[src/ple_pkg.sv]
`timescale 1ns / 1ps

package ple_pkg;

    localparam int CAPACITY = 32;
    localparam int CNT_W    = $clog2(CAPACITY + 1);
    localparam int IDX_W    = $clog2(CAPACITY);
    localparam int ACT_W    = 3;
    localparam int VAL_W    = 32;
    localparam int POS_W    = 8;
    localparam int STAT_W   = 3;
    localparam int LEN_W    = 6;
    localparam int CMP_W    = POS_W + 1;
    localparam int IN_W     = 48;
    localparam int OUT_W    = 48;

    typedef enum logic [ACT_W-1:0] {
        ACT_INS_FRONT = 3'd0,
        ACT_INS_BACK  = 3'd1,
        ACT_INS_AT    = 3'd2,
        ACT_DEL_FRONT = 3'd3,
        ACT_DEL_BACK  = 3'd4,
        ACT_DEL_AT    = 3'd5,
        ACT_DISPLAY   = 3'd6,
        ACT_NONE      = 3'd7
    } action_t;

    typedef enum logic [STAT_W-1:0] {
        ST_OK       = 3'd0,
        ST_APPENDED = 3'd1,
        ST_EMPTY    = 3'd2,
        ST_FULL     = 3'd3,
        ST_RANGE    = 3'd4
    } status_t;

    typedef enum logic {
        S_IDLE,
        S_BUSY
    } state_t;

    typedef struct packed {
        logic load_cmd;
        logic exec_edit;
        logic emit_item;
    } ctl_cmd_t;

    typedef struct packed {
        logic out_free;
        logic disp_items;
        logic idx_last;
    } ctl_stat_t;

endpackage

[src/ple_ctrl.sv]
`timescale 1ns / 1ps

module ple_ctrl (
    input  logic              clk,
    input  logic              rst_n,
    input  logic              in_valid,
    output logic              in_ready,
    input  ple_pkg::ctl_stat_t stat,
    output ple_pkg::ctl_cmd_t  cmd
);
    import ple_pkg::*;

    state_t state_reg;
    state_t state_next;

    always_ff @(posedge clk or negedge rst_n)
    begin
        if (!rst_n)
        begin
            state_reg <= S_IDLE;
        end
        else
        begin
            state_reg <= state_next;
        end
    end

    always_comb
    begin
        state_next    = state_reg;
        in_ready      = 1'b0;
        cmd.load_cmd  = 1'b0;
        cmd.exec_edit = 1'b0;
        cmd.emit_item = 1'b0;
        case (state_reg)
            S_IDLE:
            begin
                in_ready = 1'b1;
                if (in_valid)
                begin
                    cmd.load_cmd = 1'b1;
                    state_next   = S_BUSY;
                end
            end
            S_BUSY:
            begin
                if (stat.out_free)
                begin
                    // A display of a non-empty list stays here for one beat per element.
                    if (stat.disp_items)
                    begin
                        cmd.emit_item = 1'b1;
                        if (stat.idx_last)
                        begin
                            state_next = S_IDLE;
                        end
                    end
                    else
                    begin
                        cmd.exec_edit = 1'b1;
                        state_next    = S_IDLE;
                    end
                end
            end
            default:
            begin
                state_next = S_IDLE;
            end
        endcase
    end

endmodule

[src/ple_datapath.sv]
`timescale 1ns / 1ps

module ple_datapath (
    input  logic                         clk,
    input  logic                         rst_n,
    input  ple_pkg::ctl_cmd_t            cmd,
    output ple_pkg::ctl_stat_t           stat,
    input  logic [ple_pkg::ACT_W-1:0]    in_action,
    input  logic [ple_pkg::VAL_W-1:0]    in_value,
    input  logic [ple_pkg::POS_W-1:0]    in_position,
    output logic                         out_valid,
    input  logic                         out_ready,
    output logic [ple_pkg::STAT_W-1:0]   out_status,
    output logic [ple_pkg::LEN_W-1:0]    out_length,
    output logic [ple_pkg::VAL_W-1:0]    out_value,
    output logic                         out_is_item,
    output logic                         out_last
);
    import ple_pkg::*;

    logic [VAL_W-1:0]  store_reg [CAPACITY];
    logic [VAL_W-1:0]  store_next [CAPACITY];
    logic [CNT_W-1:0]  count_reg;
    logic [CNT_W-1:0]  count_next;
    logic [ACT_W-1:0]  action_reg;
    logic [VAL_W-1:0]  value_reg;
    logic [POS_W-1:0]  position_reg;
    logic [IDX_W-1:0]  idx_reg;
    logic              valid_reg;
    logic [STAT_W-1:0] status_reg;
    logic [LEN_W-1:0]  length_reg;
    logic [VAL_W-1:0]  item_reg;
    logic              is_item_reg;
    logic              last_reg;

    logic [STAT_W-1:0] edit_status;
    logic              do_ins;
    logic              do_del;
    logic [IDX_W-1:0]  edit_idx;
    logic [CMP_W-1:0]  pos_ext;
    logic [CMP_W-1:0]  cnt_ext;
    logic              is_full;
    logic              is_empty;

    assign pos_ext  = CMP_W'(position_reg);
    assign cnt_ext  = CMP_W'(count_reg);
    assign is_full  = (count_reg == CNT_W'(CAPACITY));
    assign is_empty = (count_reg == '0);

    // Decode the held command into an insert or delete at one index and its result status.
    always_comb
    begin
        edit_status = ST_OK;
        do_ins      = 1'b0;
        do_del      = 1'b0;
        edit_idx    = '0;
        case (action_reg)
            ACT_INS_FRONT, ACT_INS_BACK, ACT_INS_AT:
            begin
                if (is_full)
                begin
                    edit_status = ST_FULL;
                end
                else
                begin
                    do_ins = 1'b1;
                    if (action_reg == ACT_INS_FRONT)
                    begin
                        edit_idx = '0;
                    end
                    else if (action_reg == ACT_INS_BACK)
                    begin
                        edit_idx = IDX_W'(count_reg);
                    end
                    else if (pos_ext <= CMP_W'(1))
                    begin
                        edit_idx = '0;
                    end
                    else if (pos_ext <= cnt_ext + CMP_W'(1))
                    begin
                        edit_idx = IDX_W'(pos_ext - CMP_W'(1));
                    end
                    else
                    begin
                        edit_idx    = IDX_W'(count_reg);
                        edit_status = ST_APPENDED;
                    end
                end
            end
            ACT_DEL_FRONT, ACT_DEL_BACK, ACT_DEL_AT:
            begin
                if (is_empty)
                begin
                    edit_status = ST_EMPTY;
                end
                else if (action_reg == ACT_DEL_FRONT)
                begin
                    do_del   = 1'b1;
                    edit_idx = '0;
                end
                else if (action_reg == ACT_DEL_BACK)
                begin
                    do_del   = 1'b1;
                    edit_idx = IDX_W'(count_reg - CNT_W'(1));
                end
                else if ((pos_ext >= CMP_W'(1)) && (pos_ext <= cnt_ext))
                begin
                    do_del   = 1'b1;
                    edit_idx = IDX_W'(pos_ext - CMP_W'(1));
                end
                else
                begin
                    edit_status = ST_RANGE;
                end
            end
            ACT_DISPLAY:
            begin
                // Only reached here for an empty list.
                edit_status = ST_EMPTY;
            end
            default:
            begin
                edit_status = ST_OK;
            end
        endcase
    end

    // Every cell picks its neighbor, the new value or itself.
    always_comb
    begin
        for (int i = 0; i < CAPACITY; i++)
        begin
            store_next[i] = store_reg[i];
            if (do_ins)
            begin
                if (IDX_W'(i) == edit_idx)
                begin
                    store_next[i] = value_reg;
                end
                else if ((i > 0) && (IDX_W'(i) > edit_idx))
                begin
                    store_next[i] = store_reg[(i > 0) ? i - 1 : 0];
                end
            end
            else if (do_del)
            begin
                if ((i < CAPACITY - 1) && (IDX_W'(i) >= edit_idx))
                begin
                    store_next[i] = store_reg[(i < CAPACITY - 1) ? i + 1 : i];
                end
            end
        end
        count_next = count_reg;
        if (do_ins)
        begin
            count_next = count_reg + CNT_W'(1);
        end
        else if (do_del)
        begin
            count_next = count_reg - CNT_W'(1);
        end
    end

    always_ff @(posedge clk)
    begin
        if (cmd.exec_edit)
        begin
            for (int i = 0; i < CAPACITY; i++)
            begin
                store_reg[i] <= store_next[i];
            end
        end
        if (cmd.load_cmd)
        begin
            action_reg   <= in_action;
            value_reg    <= in_value;
            position_reg <= in_position;
        end
    end

    always_ff @(posedge clk or negedge rst_n)
    begin
        if (!rst_n)
        begin
            count_reg <= '0;
            idx_reg   <= '0;
            valid_reg <= 1'b0;
        end
        else
        begin
            if (cmd.exec_edit)
            begin
                count_reg <= count_next;
            end
            if (cmd.load_cmd)
            begin
                idx_reg <= '0;
            end
            else if (cmd.emit_item)
            begin
                idx_reg <= idx_reg + IDX_W'(1);
            end
            if (cmd.exec_edit || cmd.emit_item)
            begin
                valid_reg <= 1'b1;
            end
            else if (out_ready)
            begin
                valid_reg <= 1'b0;
            end
        end
    end

    always_ff @(posedge clk)
    begin
        if (cmd.exec_edit)
        begin
            status_reg  <= edit_status;
            length_reg  <= LEN_W'(count_next);
            item_reg    <= '0;
            is_item_reg <= 1'b0;
            last_reg    <= 1'b1;
        end
        else if (cmd.emit_item)
        begin
            status_reg  <= ST_OK;
            length_reg  <= LEN_W'(count_reg);
            item_reg    <= store_reg[idx_reg];
            is_item_reg <= 1'b1;
            last_reg    <= stat.idx_last;
        end
    end

    assign stat.out_free   = !valid_reg || out_ready;
    assign stat.disp_items = (action_reg == ACT_DISPLAY) && !is_empty;
    assign stat.idx_last   = ((CNT_W'(idx_reg) + CNT_W'(1)) == count_reg);

    assign out_valid   = valid_reg;
    assign out_status  = status_reg;
    assign out_length  = length_reg;
    assign out_value   = item_reg;
    assign out_is_item = is_item_reg;
    assign out_last    = last_reg;

endmodule

[src/positional_list_engine_unit.sv]
`timescale 1ns / 1ps

// Ordered list of up to CAPACITY signed 32-bit values, one command per input beat.
// The slave channel carries action, value and position in s_tdata. Each command
// gives one result beat on the master channel; a display of a non-empty list
// gives one beat per element, front to back, with m_tuser set and m_tlast on the
// final element.
// An accepted command is held in a register while the controller executes it. When
// the output register is free, the controller loads the first result beat into it,
// raising m_tvalid, and then each further displayed element in turn. Edits shift
// every cell of the register store together.
// The output register is refilled in the cycle the receiver takes a beat, so a
// display streams at one beat per cycle while m_tready stays high.
// When the receiver stalls, the result beat holds and the controller waits; a
// new command is not taken until the current one has finished.
// Reset clears the element count and the output valid; the element storage is
// not cleared and is only read below the count.
module positional_list_engine_unit (
    input  logic        clk,
    input  logic        rst_n,
    input  logic        s_tvalid,
    output logic        s_tready,
    input  logic [47:0] s_tdata,   // action[2:0], value[34:3], position[42:35], zero fill
    output logic        m_tvalid,
    input  logic        m_tready,
    output logic [47:0] m_tdata,   // status[2:0], length_after[8:3], item_value[40:9], zero fill
    output logic        m_tuser,   // is_item
    output logic        m_tlast
);
    import ple_pkg::*;

    ctl_cmd_t          cmd;
    ctl_stat_t         stat;
    logic [STAT_W-1:0] out_status;
    logic [LEN_W-1:0]  out_length;
    logic [VAL_W-1:0]  out_value;

    ple_ctrl u_ctrl (
        .clk      (clk),
        .rst_n    (rst_n),
        .in_valid (s_tvalid),
        .in_ready (s_tready),
        .stat     (stat),
        .cmd      (cmd)
    );

    ple_datapath u_datapath (
        .clk         (clk),
        .rst_n       (rst_n),
        .cmd         (cmd),
        .stat        (stat),
        .in_action   (s_tdata[ACT_W-1:0]),
        .in_value    (s_tdata[ACT_W+VAL_W-1:ACT_W]),
        .in_position (s_tdata[ACT_W+VAL_W+POS_W-1:ACT_W+VAL_W]),
        .out_valid   (m_tvalid),
        .out_ready   (m_tready),
        .out_status  (out_status),
        .out_length  (out_length),
        .out_value   (out_value),
        .out_is_item (m_tuser),
        .out_last    (m_tlast)
    );

    assign m_tdata = {{(OUT_W - STAT_W - LEN_W - VAL_W){1'b0}}, out_value, out_length, out_status};

endmodule

[config.mk]
export PLATFORM = sky130hd
export DESIGN_NAME = positional_list_engine_unit
export DESIGN_NICKNAME = d
export VERILOG_FILES = /design/src/ple_pkg.sv /design/src/ple_ctrl.sv /design/src/ple_datapath.sv /design/src/positional_list_engine_unit.sv
export SDC_FILE = /design/constraint.sdc
export NUM_CORES = 2
export LEC_CHECK = 0
export BUFFER_PORTS_ARGS = -buffer_cell sky130_fd_sc_hd__buf_2
export CAP_MARGIN = 25
export CORE_MARGIN = 10
export CORE_UTILIZATION = 30
export CTS_CLUSTER_SIZE = 28
export DETAILED_ROUTE_END_ITERATION = 10
export PLACE_DENSITY = 0.55
export SYNTH_ARGS = -nofsm -noshare
export SYNTH_HDL_FRONTEND = slang
export SYNTH_HIERARCHICAL = 1
export SYNTH_SLANG_ARGS = --single-unit
[constraint.sdc]
create_clock -name clk -period 7.4 [get_ports clk]
set_clock_uncertainty 0.2 [all_clocks]
set_input_delay 0.37 -clock clk [delete_from_list [all_inputs] [get_ports clk]]
set_output_delay 0.37 -clock clk [all_outputs]
set_load 0.05 [all_outputs]
==> out/metrics.csv <==
stage;metric;value;unit
outcome;status;finished, final reports clean;
cells_and_area;layout cell share with drive strength beyond 1;0.110;
run;max cap viols;0;
timing;setup ws final;1.45;ns
global_routing;largest net degree at the start of global routing;264;
global_routing;initial antenna violation count;1;
power_and_ir_drop;leakage power;26.1;nW
critical_path;critical-path maximum fanout;26;
floorplan;io pins;104;
critical_path;reg2reg setup slack;1.45;ns
timing;unrepaired setup endpoints after global routing;false;
clock_network;Num CTS Buffers;138;
synthesis;Mapped Avg Cell Area;9.41;um2
synthesis;Yosys top cell area share;0.502;
detailed_routing;Routed Antenna Nets;0;
worst_hold_path;Worst Hold Class;in -> reg;
floorplan;Core Box Area;213000;um2
clock_network;clk buf depth;3;
critical_path;path depth of the worst reg2reg path;15;
critical_path;RR Startpoint;u_datapath/count_reg[2];
global_routing;GRT Residual Overflow;0;
cells_and_area;Nets;6733;
critical_path;critical path endpoint;u_datapath/store_reg[30][28];
clock_network;number of clock sinks;1123;
synthesis;post-synth top area cell;edfxtp_1;
clock_network;H-tree level count;4;
floorplan;Die W;483;um
timing;Setup-failing EPs final;0;
synthesis;Yosys reg bits;1123;
critical_path;Cell Chain, Critical Path;inv_1, nor3_1, nand3_1, xnor2_1, ha_1, and4b_1, o2111ai_1, a21boi_1, a32o_1, a22o_1, o211a_1, nand3_1, buf_4, nand2_1, a31oi_1;
cells_and_area;most frequent cells in the layout;1383 x nand2_1, 1295 x a21oi_1, 1076 x edfxtp_1;
floorplan;Rows;169;
placed_design;DP HPWL;139000;um
clock_network;post-CTS setup buffers;0;
critical_path;Top cell by count, worst path;nand3_1;
global_routing;first-pass GRT wire length;308000;um
critical_path;Critical Path RT;7.64;ns
placed_design;DP Worst Slack;1.60;ns
global_routing;vias in the first global route;48153;
global_routing;gr usage total;0.164;
cells_and_area;Layout Cells excl Fill;9587;
timing;FMAX;168;MHz
synthesis;Main synth FF type;edfxtp_1;
timing;Final period util;0.804;
cells_and_area;Layout area overhead;13.1;%
cells_and_area;most common cell after layout, fill and taps aside;nand2_1;
synthesis;Yosys cell types;84;
detailed_routing;WL/cell;21.3;um
synthesis;Syn Inst Count;6841;
detailed_routing;routed wire length;205000;um
critical_path;CP peak stage delay;0.76;ns
detailed_routing;vias per cell;5.43;
synthesis;Post-synth EDFFs;1076;
clock_network;Root Buffer;clkbuf_16;
synthesis;asr flop ratio synth;0.0116;
placed_design;port bufs;91;
cells_and_area;max reg flops;1024;
critical_path;CP Data Arrival Time;6.19;ns
synthesis;Seq/Total Area, Yosys;0.518;
timing;Final Max Tran Viols;0;
detailed_routing;DRT iter0 DRCs;5780;
synthesis;Cell Area, Synth;64400;um2
floorplan;die area;234000;um2
placed_design;GP Congestion;0.967;
timing;setup TNS;0;ns
timing;Max transition margin;0.159;
critical_path;crit path capture type;register;
clock_network;Reg clk slew, reported paths;0.06;ns
critical_path;Setup crit start kind;register;
floorplan;starting density of the core;0.303;
timing;Worst Max-Slew Pin Slew;1.26;ns
clock_network;CTS tree;yes;
synthesis;Syn. warnings;6;
critical_path;Slowest cell on crit path;o211a_1;
timing;crit path time final;5.95;ns
detailed_routing;DRT Pass-1 Iters;6;
power_and_ir_drop;maximum VDD drop;0.247;mV
power_and_ir_drop;power density over the cells;384;nW/um2
clock_network;Worst-Skew Late Latency;0.78;ns
critical_path;reg2reg end;u_datapath/store_reg[30][28];
floorplan;die height;483;um
detailed_routing;Via Count;52067;
placed_design;Placed Instances;9290;
critical_path;worst setup path startpoint;u_datapath/count_reg[2];
timing;Final Hold Vio Count;0;
synthesis;largest cells by area after synthesis;edfxtp_1 50%, a21oi_1 10%, nand2_1 8.1%, nor2_1 6.0%, mux2i_1 4.5%;
critical_path;Crit Path Class;reg -> reg;
detailed_routing;residual DRC count;0;
through the flow:
| stage | hold slack (ns) | instance area (um2) | utilization | total power [W] |
|---|---|---|---|---|
| finish | 0.114 | 72800 | 0.342 | 0.0280 |
| floorplan | -0.126 | 64400 | - | 0.0180 |
| global placement | 0.0866 | 67600 | 0.318 | 0.0209 |
| CTS | 0.0631 | 72700 | 0.342 | 0.0280 |
| detailed placement | 0.0931 | 67900 | 0.319 | 0.0213 |
| global route | 0.0818 | 72800 | 0.342 | 0.0295 |
logic make-up after synthesis:
logic type | synth area share
buffers and inverters | 0.0425
AND/OR/NAND/NOR | 0.156
multiplexers | 0.107
adder cells (fa/ha/maj) | 0.00350
flip-flops | 0.518
XOR/XNOR | 0.00340
AO/OA/AOI/OAI | 0.171
other | 0.0000582
timing repair:
action                    CTS  global route
hold buffers               48             0
hold endpoints to repair   58             0
resized for setup           0             0
worst max-delay path, delay by kind of cell, from the launching register on:
family | cells | cell delay (ns)
AO/OA/AOI/OAI | 6 | 2.46
XOR/XNOR | 1 | 0.18
adder cells (fa/ha/maj) | 1 | 0.28
flip-flops | 1 | 0.62
AND/OR/NAND/NOR | 5 | 1.21
buffers and inverters | 2 | 0.63
Yosys cell counts, types with 3 or more instances:
| library cell | number |
|---|---|
| nand2_1 | 1385 |
| a21oi_1 | 1316 |
| edfxtp_1 | 1076 |
| nor2_1 | 1023 |
| clkbuf_1 | 469 |
| a31oi_1 | 334 |
| mux2i_1 | 289 |
| mux4_2 | 128 |
| buf_2 | 101 |
| o22ai_1 | 70 |
| o21ai_0 | 68 |
| mux2_2 | 67 |
| a211oi_1 | 66 |
| o221ai_1 | 64 |
| buf_1 | 42 |
| dfxtp_1 | 34 |
| nand3_1 | 34 |
| buf_4 | 31 |
| mux2_1 | 29 |
| nor3_2 | 21 |
| ha_1 | 18 |
| xnor2_1 | 16 |
| dfrtp_1 | 13 |
| inv_1 | 13 |
| xor2_1 | 9 |
| nand4_1 | 8 |
| nand2b_1 | 7 |
| nor2b_1 | 6 |
| nor4_4 | 6 |
| a21o_1 | 5 |
| and2_1 | 5 |
| and3_1 | 5 |
| nor3_1 | 5 |
| a22o_1 | 4 |
| a22oi_2 | 4 |
| o211ai_2 | 4 |
| or2_2 | 4 |
| buf_6 | 3 |
| o211ai_1 | 3 |
| o2bb2ai_1 | 3 |
metal layers:
| layer | GRT usage | vias to the layer above | part of all wire |
|---|---|---|---|
| li1 | - | 24409 | - |
| met1 | 0.227 | 25143 | 0.44 |
| met2 | 0.261 | 2266 | 0.46 |
| met3 | 0.0301 | 249 | 0.075 |
| met4 | 0.0500 | 0 | 0.025 |
| met5 | 0 | - | 0 |
how the worst min path moves through the flow:
stage | from | to | slack (ns) | depth (start not counted)
finish | s_tdata[41] | u_datapath/position_reg[6] | 0.11 | 2
global route | s_tdata[41] | u_datapath/position_reg[6] | 0.08 | 2
CTS | s_tdata[41] | u_datapath/position_reg[6] | 0.06 | 2
detailed placement | rst_n | u_datapath/out_valid | 0.09 | 1
global placement | rst_n | u_datapath/out_valid | 0.09 | 1
floorplan | rst_n | u_ctrl/state_reg | -0.13 | 0
area by class of cell:
type                       count  area (um2)
fill                       21411      140000
sequential                  1123       33300
multi-input combinational   5065       28800
clock buffer                 192        3790
tap                         2821        3530
timing repair buffer         322        2820
clock inverter                50         498
inverter                      13        48.8
antenna                        1        2.50
power breakdown:
| part | internal, W | total (W) | leakage, nW | switching [W] |
|---|---|---|---|---|
| sequential | 0.00984 | 0.0113 | 10.3 | 0.00148 |
| clock | 0.00377 | 0.00655 | 2.08 | 0.00279 |
| combinational | 0.00352 | 0.0101 | 13.7 | 0.00660 |
No activity file was read; power rests on OpenSTA's default activity.
